<file path="config.mk">
export PLATFORM = sky130hd
export DESIGN_NAME = chroma_upsample_yuv_to_rgb
export DESIGN_NICKNAME = d
export VERILOG_FILES = /design/src/cus_pkg.sv /design/src/cus_row_weight.sv /design/src/chroma_upsample_yuv_to_rgb.sv
export SDC_FILE = /design/constraint.sdc
export NUM_CORES = 2
export LEC_CHECK = 0
export ABC_CLOCK_PERIOD_IN_PS = 30900
export CELL_PAD_IN_SITES_DETAIL_PLACEMENT = 2
export CELL_PAD_IN_SITES_GLOBAL_PLACEMENT = 2
export CORE_MARGIN = 2
export CORE_UTILIZATION = 48
export CTS_BUF_LIST = sky130_fd_sc_hd__clkbuf_8 sky130_fd_sc_hd__clkbuf_16
export CTS_CLUSTER_DIAMETER = 40
export DETAILED_ROUTE_END_ITERATION = 6
export DONT_BUFFER_PORTS = 1
export GPL_TIMING_DRIVEN = 0
export PLACE_DENSITY_LB_ADDON = 0.08
export REMOVE_ABC_BUFFERS = 1
export SLEW_MARGIN = 10
export SYNTH_ARGS = -nofsm -noshare
export SYNTH_HDL_FRONTEND = slang
export SYNTH_SLANG_ARGS = --single-unit
</file>
<file path="constraint.sdc">
create_clock -name i_clk -period 30.9 [get_ports i_clk]
set_clock_uncertainty 0.05 [all_clocks]
set_input_delay 6.18 -clock i_clk [delete_from_list [all_inputs] [get_ports i_clk]]
set_output_delay 6.18 -clock i_clk [all_outputs]
set_load 0.02 [all_outputs]
</file>
<file path="src/cus_pkg.sv">
// ----------------------------------------------------------------------------
// cus_pkg
// Types and constants shared by the chroma upsampler and color converter.
// ----------------------------------------------------------------------------
package cus_pkg;

    localparam int SAMPLE_W = 12;
    localparam int COORD_W  = 16;
    localparam int DEPTH_W  = 4;
    localparam int CFG_IDX_W = 2;
    localparam int SCALE_W  = 17;
    localparam int BYTE_W   = 8;

    // vertical chroma weighting of the top and bottom rows
    typedef enum logic [1:0] {
        VW_TOP     = 2'd0,   // top row as is
        VW_HALF    = 2'd1,   // (t + b + 1) >> 1
        VW_QUARTER = 2'd2,   // (3t + b + 2) >> 2
        VW_3QUART  = 2'd3    // (t + 3b + 2) >> 2
    } t_vmode;

    typedef enum logic [CFG_IDX_W-1:0] {
        CFG_SAMPLE_DEPTH = 2'd0,
        CFG_SUB_HORIZ    = 2'd1,
        CFG_SUB_VERT     = 2'd2,
        CFG_VERT_SITING  = 2'd3
    } t_cfg_idx;

    // normalization 255 / (2^d - 1) in Q1.16, rounded
    localparam int unsigned FULL_SCALE = 255 * 65536;
    localparam int unsigned DEN_8  = (1 << 8) - 1;
    localparam int unsigned DEN_9  = (1 << 9) - 1;
    localparam int unsigned DEN_10 = (1 << 10) - 1;
    localparam int unsigned DEN_11 = (1 << 11) - 1;
    localparam int unsigned DEN_12 = (1 << 12) - 1;
    localparam logic [SCALE_W-1:0] SCALE_8  = SCALE_W'((FULL_SCALE + DEN_8 / 2) / DEN_8);
    localparam logic [SCALE_W-1:0] SCALE_9  = SCALE_W'((FULL_SCALE + DEN_9 / 2) / DEN_9);
    localparam logic [SCALE_W-1:0] SCALE_10 = SCALE_W'((FULL_SCALE + DEN_10 / 2) / DEN_10);
    localparam logic [SCALE_W-1:0] SCALE_11 = SCALE_W'((FULL_SCALE + DEN_11 / 2) / DEN_11);
    localparam logic [SCALE_W-1:0] SCALE_12 = SCALE_W'((FULL_SCALE + DEN_12 / 2) / DEN_12);

    // 127.5 in Q8.16
    localparam logic signed [29:0] HALF_OFFSET = 30'sd8355840;

    // Q4.14 matrix coefficients (signed, 18 bits)
    localparam logic signed [17:0] COEF_RV = 18'sd18675;
    localparam logic signed [17:0] COEF_GU = 18'sd6466;
    localparam logic signed [17:0] COEF_GV = 18'sd9513;
    localparam logic signed [17:0] COEF_BU = 18'sd33294;

endpackage

</file>
<file path="src/cus_row_weight.sv">
// ----------------------------------------------------------------------------
// cus_row_weight
// Rounded vertical blend of two chroma rows by phase.
// ----------------------------------------------------------------------------
module cus_row_weight
    import cus_pkg::*;
(
    input  logic [SAMPLE_W-1:0] i_top,
    input  logic [SAMPLE_W-1:0] i_bottom,
    input  t_vmode              i_mode,
    output logic [SAMPLE_W-1:0] o_sample
);

    logic [SAMPLE_W+1:0] w_top;
    logic [SAMPLE_W+1:0] w_bot;
    logic [SAMPLE_W+1:0] w_sum;

    assign w_top = {2'b00, i_top};
    assign w_bot = {2'b00, i_bottom};

    always_comb begin
        w_sum = w_top;
        case (i_mode)
            VW_TOP:     w_sum = {w_top[SAMPLE_W-1:0], 2'b00};
            VW_HALF:    w_sum = (w_top + w_bot + 14'd1) << 1;
            VW_QUARTER: w_sum = (w_top << 1) + w_top + w_bot + 14'd2;
            VW_3QUART:  w_sum = w_top + (w_bot << 1) + w_bot + 14'd2;
            default:    w_sum = {w_top[SAMPLE_W-1:0], 2'b00};
        endcase
    end

    // every mode leaves the result in bits [13:2]
    assign o_sample = w_sum[SAMPLE_W+1:2];

endmodule

</file>
<file path="src/chroma_upsample_yuv_to_rgb.sv">
// ----------------------------------------------------------------------------
// chroma_upsample_yuv_to_rgb
// Chroma upsampling and 8-bit RGB conversion, five register stages.
// ----------------------------------------------------------------------------
// Throughput: one item per cycle; the five-stage pipe with per-stage valid
//   bits absorbs bubbles, and a stalled output holds the pipe only when full.
// Reset (synchronous, active low) empties the pipe and loads the registers:
//   depth 8, horizontal and vertical subsampling on, vertical siting off.
// Configuration writes are taken every cycle.
module chroma_upsample_yuv_to_rgb
    import cus_pkg::*;
(
    input  logic                 i_clk,
    input  logic                 i_rst_n,
    // configuration
    input  logic                 i_cfg_valid,
    output logic                 o_cfg_ready,
    input  logic [CFG_IDX_W-1:0] i_cfg_index,
    input  logic [DEPTH_W-1:0]   i_cfg_data,
    // pixel items in
    input  logic                 i_valid,
    output logic                 o_ready,
    input  logic [COORD_W-1:0]   i_pixel_x,
    input  logic [COORD_W-1:0]   i_pixel_y,
    input  logic [SAMPLE_W-1:0]  i_luma_sample,
    input  logic [SAMPLE_W-1:0]  i_cb_top_left,
    input  logic [SAMPLE_W-1:0]  i_cb_bottom_left,
    input  logic [SAMPLE_W-1:0]  i_cb_top_right,
    input  logic [SAMPLE_W-1:0]  i_cb_bottom_right,
    input  logic [SAMPLE_W-1:0]  i_cr_top_left,
    input  logic [SAMPLE_W-1:0]  i_cr_bottom_left,
    input  logic [SAMPLE_W-1:0]  i_cr_top_right,
    input  logic [SAMPLE_W-1:0]  i_cr_bottom_right,
    // results out
    output logic                 o_valid,
    input  logic                 i_ready,
    output logic [SAMPLE_W-1:0]  o_luma_out,
    output logic [SAMPLE_W-1:0]  o_cb_out,
    output logic [SAMPLE_W-1:0]  o_cr_out,
    output logic [BYTE_W-1:0]    o_red,
    output logic [BYTE_W-1:0]    o_green,
    output logic [BYTE_W-1:0]    o_blue
);

    function automatic logic [SCALE_W-1:0] scale_for(logic [DEPTH_W-1:0] depth);
        logic [SCALE_W-1:0] s;
        case (depth) inside
            [4'd0:4'd8]: s = SCALE_8;
            4'd9:        s = SCALE_9;
            4'd10:       s = SCALE_10;
            4'd11:       s = SCALE_11;
            default:     s = SCALE_12;
        endcase
        return s;
    endfunction

    // round half up on 2^-30 units, clamp to 0..255
    function automatic logic [BYTE_W-1:0] to_byte(logic signed [47:0] acc);
        logic signed [47:0] v;
        logic [BYTE_W-1:0]  b;
        v = acc + 48'sd536870912;
        if (v[47]) begin
            b = '0;
        end else if (|v[46:38]) begin
            b = '1;
        end else begin
            b = v[37:30];
        end
        return b;
    endfunction

    // configuration registers
    logic [DEPTH_W-1:0] r_sample_depth;
    logic               r_sub_horiz;
    logic               r_sub_vert;
    logic               r_vert_siting;

    assign o_cfg_ready = 1'b1;

    always_ff @(posedge i_clk) begin
        if (!i_rst_n) begin
            r_sample_depth <= DEPTH_W'(8);
            r_sub_horiz    <= 1'b1;
            r_sub_vert     <= 1'b1;
            r_vert_siting  <= 1'b0;
        end else if (i_cfg_valid) begin
            case (t_cfg_idx'(i_cfg_index))
                CFG_SAMPLE_DEPTH: r_sample_depth <= i_cfg_data;
                CFG_SUB_HORIZ:    r_sub_horiz    <= i_cfg_data[0];
                CFG_SUB_VERT:     r_sub_vert     <= i_cfg_data[0];
                CFG_VERT_SITING:  r_vert_siting  <= i_cfg_data[0];
                default: ;
            endcase
        end
    end

    // stage handshake: a stage loads when empty or when the next one loads
    logic r_v1, r_v2, r_v3, r_v4, r_v5;
    logic w_rdy1, w_rdy2, w_rdy3, w_rdy4, w_rdy5;

    assign w_rdy5  = !r_v5 || i_ready;
    assign w_rdy4  = !r_v4 || w_rdy5;
    assign w_rdy3  = !r_v3 || w_rdy4;
    assign w_rdy2  = !r_v2 || w_rdy3;
    assign w_rdy1  = !r_v1 || w_rdy2;
    assign o_ready = w_rdy1;

    always_ff @(posedge i_clk) begin
        if (!i_rst_n) begin
            r_v1 <= 1'b0;
            r_v2 <= 1'b0;
            r_v3 <= 1'b0;
            r_v4 <= 1'b0;
            r_v5 <= 1'b0;
        end else begin
            if (w_rdy1) r_v1 <= i_valid;
            if (w_rdy2) r_v2 <= r_v1;
            if (w_rdy3) r_v3 <= r_v2;
            if (w_rdy4) r_v4 <= r_v3;
            if (w_rdy5) r_v5 <= r_v4;
        end
    end

    // ---- stage 1: vertical phase and row weighting
    t_vmode n_vmode;

    always_comb begin
        if (!r_sub_vert) begin
            n_vmode = VW_TOP;
        end else if (!r_vert_siting) begin
            n_vmode = i_pixel_y[0] ? VW_HALF : VW_TOP;
        end else if (i_pixel_y == '0) begin
            // first row with siting: top row only
            n_vmode = VW_TOP;
        end else begin
            // phase of 2y-1 in quarters: odd rows 1/4, even rows 3/4
            n_vmode = i_pixel_y[0] ? VW_QUARTER : VW_3QUART;
        end
    end

    logic [SAMPLE_W-1:0] n_cb_left, n_cb_right, n_cr_left, n_cr_right;

    cus_row_weight u_cb_left (
        .i_top    (i_cb_top_left),
        .i_bottom (i_cb_bottom_left),
        .i_mode   (n_vmode),
        .o_sample (n_cb_left)
    );

    cus_row_weight u_cb_right (
        .i_top    (i_cb_top_right),
        .i_bottom (i_cb_bottom_right),
        .i_mode   (n_vmode),
        .o_sample (n_cb_right)
    );

    cus_row_weight u_cr_left (
        .i_top    (i_cr_top_left),
        .i_bottom (i_cr_bottom_left),
        .i_mode   (n_vmode),
        .o_sample (n_cr_left)
    );

    cus_row_weight u_cr_right (
        .i_top    (i_cr_top_right),
        .i_bottom (i_cr_bottom_right),
        .i_mode   (n_vmode),
        .o_sample (n_cr_right)
    );

    logic [SAMPLE_W-1:0] r_luma1, r_cbl1, r_cbr1, r_crl1, r_crr1;
    logic                r_odd1;

    always_ff @(posedge i_clk) begin
        if (w_rdy1 && i_valid) begin
            r_luma1 <= i_luma_sample;
            r_cbl1  <= n_cb_left;
            r_cbr1  <= n_cb_right;
            r_crl1  <= n_cr_left;
            r_crr1  <= n_cr_right;
            r_odd1  <= i_pixel_x[0] & r_sub_horiz;
        end
    end

    // ---- stage 2: horizontal average on odd columns when horizontal subsampling is on
    logic [SAMPLE_W:0]   n_cb_sum, n_cr_sum;
    logic [SAMPLE_W-1:0] r_luma2, r_cb2, r_cr2;

    assign n_cb_sum = {1'b0, r_cbl1} + {1'b0, r_cbr1} + 13'd1;
    assign n_cr_sum = {1'b0, r_crl1} + {1'b0, r_crr1} + 13'd1;

    always_ff @(posedge i_clk) begin
        if (w_rdy2 && r_v1) begin
            r_luma2 <= r_luma1;
            r_cb2   <= r_odd1 ? n_cb_sum[SAMPLE_W:1] : r_cbl1;
            r_cr2   <= r_odd1 ? n_cr_sum[SAMPLE_W:1] : r_crl1;
        end
    end

    // ---- stage 3: normalize to Q8.16 and center chroma
    logic [SCALE_W-1:0]   w_scale;
    logic [28:0]          n_yn, n_un_raw, n_vn_raw;
    logic [SAMPLE_W-1:0]  r_luma3, r_cb3, r_cr3;
    logic [28:0]          r_yn3;
    logic signed [29:0]   r_un3, r_vn3;

    assign w_scale  = scale_for(r_sample_depth);
    assign n_yn     = 29'({17'd0, r_luma2} * {12'd0, w_scale});
    assign n_un_raw = 29'({17'd0, r_cb2} * {12'd0, w_scale});
    assign n_vn_raw = 29'({17'd0, r_cr2} * {12'd0, w_scale});

    always_ff @(posedge i_clk) begin
        if (w_rdy3 && r_v2) begin
            r_luma3 <= r_luma2;
            r_cb3   <= r_cb2;
            r_cr3   <= r_cr2;
            r_yn3   <= n_yn;
            r_un3   <= $signed({1'b0, n_un_raw}) - HALF_OFFSET;
            r_vn3   <= $signed({1'b0, n_vn_raw}) - HALF_OFFSET;
        end
    end

    // ---- stage 4: matrix products, 2^-30 units
    logic signed [47:0] n_prv, n_pgu, n_pgv, n_pbu;
    logic [SAMPLE_W-1:0] r_luma4, r_cb4, r_cr4;
    logic signed [47:0] r_yb4, r_prv4, r_pgu4, r_pgv4, r_pbu4;

    // operands sign-extended; the products are 30 by 18 bits
    assign n_prv = 48'(r_vn3) * 48'(COEF_RV);
    assign n_pgu = 48'(r_un3) * 48'(COEF_GU);
    assign n_pgv = 48'(r_vn3) * 48'(COEF_GV);
    assign n_pbu = 48'(r_un3) * 48'(COEF_BU);

    always_ff @(posedge i_clk) begin
        if (w_rdy4 && r_v3) begin
            r_luma4 <= r_luma3;
            r_cb4   <= r_cb3;
            r_cr4   <= r_cr3;
            r_yb4   <= $signed({5'd0, r_yn3, 14'd0});
            r_prv4  <= n_prv;
            r_pgu4  <= n_pgu;
            r_pgv4  <= n_pgv;
            r_pbu4  <= n_pbu;
        end
    end

    // ---- stage 5: sums, rounding, saturation into the output register
    logic signed [47:0] n_acc_r, n_acc_g, n_acc_b;
    logic [SAMPLE_W-1:0] r_luma5, r_cb5, r_cr5;
    logic [BYTE_W-1:0]   r_red5, r_green5, r_blue5;

    assign n_acc_r = r_yb4 + r_prv4;
    assign n_acc_g = r_yb4 - r_pgu4 - r_pgv4;
    assign n_acc_b = r_yb4 + r_pbu4;

    always_ff @(posedge i_clk) begin
        if (w_rdy5 && r_v4) begin
            r_luma5  <= r_luma4;
            r_cb5    <= r_cb4;
            r_cr5    <= r_cr4;
            r_red5   <= to_byte(n_acc_r);
            r_green5 <= to_byte(n_acc_g);
            r_blue5  <= to_byte(n_acc_b);
        end
    end

    assign o_valid    = r_v5;
    assign o_luma_out = r_luma5;
    assign o_cb_out   = r_cb5;
    assign o_cr_out   = r_cr5;
    assign o_red      = r_red5;
    assign o_green    = r_green5;
    assign o_blue     = r_blue5;

endmodule

</file>
==> flow_metrics.tcl <==
set metrics [dict create \
    status "finished clean" \
    cts_resized 0 \
    dpl.hpwl_mm 191 \
    grt_use_total 0.339 \
    slowest_delay_ns 0.52 \
    clock.fmax_mhz 72.9 \
    first_global_vias 63327 \
    tightest_slew_ns 1.35 \
    drive_gt1_frac 0.0447 \
    ys_warn_count 0 \
    post-route-period-util 0.444 \
    antenna_found_initial 9 \
    synth_cells 6802 \
    seq_area_frac_synth 0.217 \
    startpoint_type "primary input" \
    cts_sinks 512 \
    layoutNonFillerInstCount 8872 \
    synth_area_per_cell_um2 10.3 \
    drc_errors 0 \
    mostFrequentLayoutCells "1477 x inv_1, 1247 x ha_1, 866 x fa_1, 500 x edfxtp_1, 322 x a21oi_1" \
    relSlewSlack 0.0985 \
    path_cells "nor2b_1 > and3_1 > nand3_1" \
    final_common_cell "inv_1" \
    io_buffer_count 0 \
    ys_ff_latch 512 \
    path_buf_inv 0 \
    crit_required_ns 24.67 \
    place_inst 8670 \
    syn2layout_area_growth_pct 9.40 \
    grt_pass1_wl_mm 387 \
    syn_area_mm2 0.0703 \
    gp_congestion 0.853 \
    fillCellCount 14486 \
    via_per_inst 5.86 \
    cpMaxStageDelayCell "and3_1" \
    core_mm2 0.146 \
    min_path_type "reg -> reg" \
    totalWireLength_mm 252 \
    drtIter0Drc 2585 \
    rows 140 \
    fin_crit_ns 13.72 \
    clkTransAtPathRegs_ns 0.07 \
    io_pins 214 \
    root_buffer "clkbuf_16" \
    critPathKind "in -> out" \
    nets 9125 \
    h-tree-depth 3 \
    routed-via-count 51964 \
    rsz0062_at_grt "false" \
    grt_overflow 0 \
    cts_tree "yes" \
    synth-edff-count 500 \
    cts_buffer_depth 3 \
    crit_family "simple AND/OR/NAND/NOR gates" \
    drv_cap 0 \
    fp.dieW_um 387 \
    finalMaxSlewViolations 0 \
    finalSetupViolCount 0 \
    grt_max_degree 66 \
    ys_types 97 \
    worst_ep_arrival_time_ns 7.49 \
    post-cts-setup-buffers 0 \
    die_area_mm2 0.150 \
    endpoint_kind "primary output" \
    die_height_um 387 \
    clkLatencyLatePin_ns 0.75 \
    drt_first_pass_iters 7 \
    synthFlopType "edfxtp_1" \
    wire_per_inst_um 28.3 \
    ys_async_sr_fraction 0 \
    initial_core_util 0.483 \
    ant_nets 0 \
    cp_max_fo 6 \
    numCtsBuffers 105 \
    hold_violations 0 \
    cts_hold_buf 0 \
]
[synthesized netlist by cell type, types with 8 or more instances]
cell	number	share of area
a22oi_1	16	0.0017
o2111ai_1	9	0.0011
xnor2_1	231	0.029
o21ai_0	175	0.012
ha_1	1247	0.22
or2_2	16	0.0014
a31oi_1	37	0.0033
nand3_1	73	0.0052
and3_1	89	0.0079
nor3_1	78	0.0056
o21a_1	71	0.0076
nand2b_1	39	0.0035
nand3b_1	10	0.0011
fa_1	866	0.25
and2_1	142	0.013
dfxtp_1	12	0.0034
nor4_1	10	0.00089
a211oi_1	38	0.0041
o21ai_1	11	0.00078
o21bai_1	60	0.0064
mux2_2	18	0.0029
o31a_1	12	0.0015
mux2i_1	16	0.0023
o221ai_1	8	0.0010
o31ai_1	20	0.0021
a211o_1	11	0.0014
clkbuf_1	76	0.0041
o22ai_1	10	0.00089
inv_1	1470	0.078
nor3b_1	10	0.0011
nor2_1	281	0.015
edfxtp_1	500	0.21
o211ai_1	23	0.0025
or3_1	26	0.0023
xor2_1	124	0.015
a21o_1	121	0.013
nand4_1	28	0.0025
a21boi_0	28	0.0030
nor2b_1	59	0.0053
a21oi_1	322	0.023
nand2_1	288	0.015
[routing by layer]
layer  vias up  track usage  wire, um
li1      22766            -         -
met1     26965        0.372     94300
met2      1494        0.625    131000
met3       733       0.0526     11000
met4         6        0.182     14700
met5         -            0        43
[state kept, by name (all words and copies together), names as in the netlist, 29 cells and up]
name,cells
r_pgu4,42
r_pgv4,44
r_un3,30
r_prv4,33
r_pbu4,34
r_yn3,29
r_vn3,30
r_yb4,29
[through the flow]
step	setup WS (ns)	hold slack [ns]	utilization	area [um^2]	setup TNS, ns
after global placement	-1.23	0.351	0.497	72400	-256.88
after CTS	17.17	0.367	0.528	76900	0
final	17.18	0.369	0.528	76900	0
after floorplan	7.76	0.350	-	70000	0
after detailed placement	17.17	0.358	0.503	73200	0
after global routing	17.12	0.371	0.528	76900	0
[area by class of cell]
type,count,area (um^2),share of cell area
flip-flops and latches,512,15300,0.198
repair buffers,35,731,0.00950
well taps,1917,2400,0.0312
clock buffers,108,2690,0.0350
multi-input cells,4736,49300,0.641
clock inverters,91,987,0.0128
inverters,1471,5520,0.0718
diodes,2,5.00,0.0000651
[worst paths after layout]
check | from | to | slack [ns] | cells past startpoint
worst max-delay path | i_ready | o_ready | 17.18 | 3
worst min-delay path | r_luma1[11] | r_luma2[11] | 0.37 | 0
worst max register to register | r_sample_depth[3] | r_vn3[27] | 21.80 | 24
worst min register to register | r_luma1[11] | r_luma2[11] | 0.37 | 0
[cells by family after synthesis]
group / Yosys count / synth area share
AO/OA/AOI/OAI: 1061 / 0.0990
flip-flops: 512 / 0.217
AND/OR/NAND/NOR: 1170 / 0.0827
adder cells (fa/ha/maj): 2114 / 0.469
other: 1 / 0.0000533
buffers and inverters: 1554 / 0.0830
XOR/XNOR: 355 / 0.0442
multiplexers: 35 / 0.00532
Power is not shown: default switching activity piles up to over one toggle a cycle in this logic, so the estimate is an artifact.
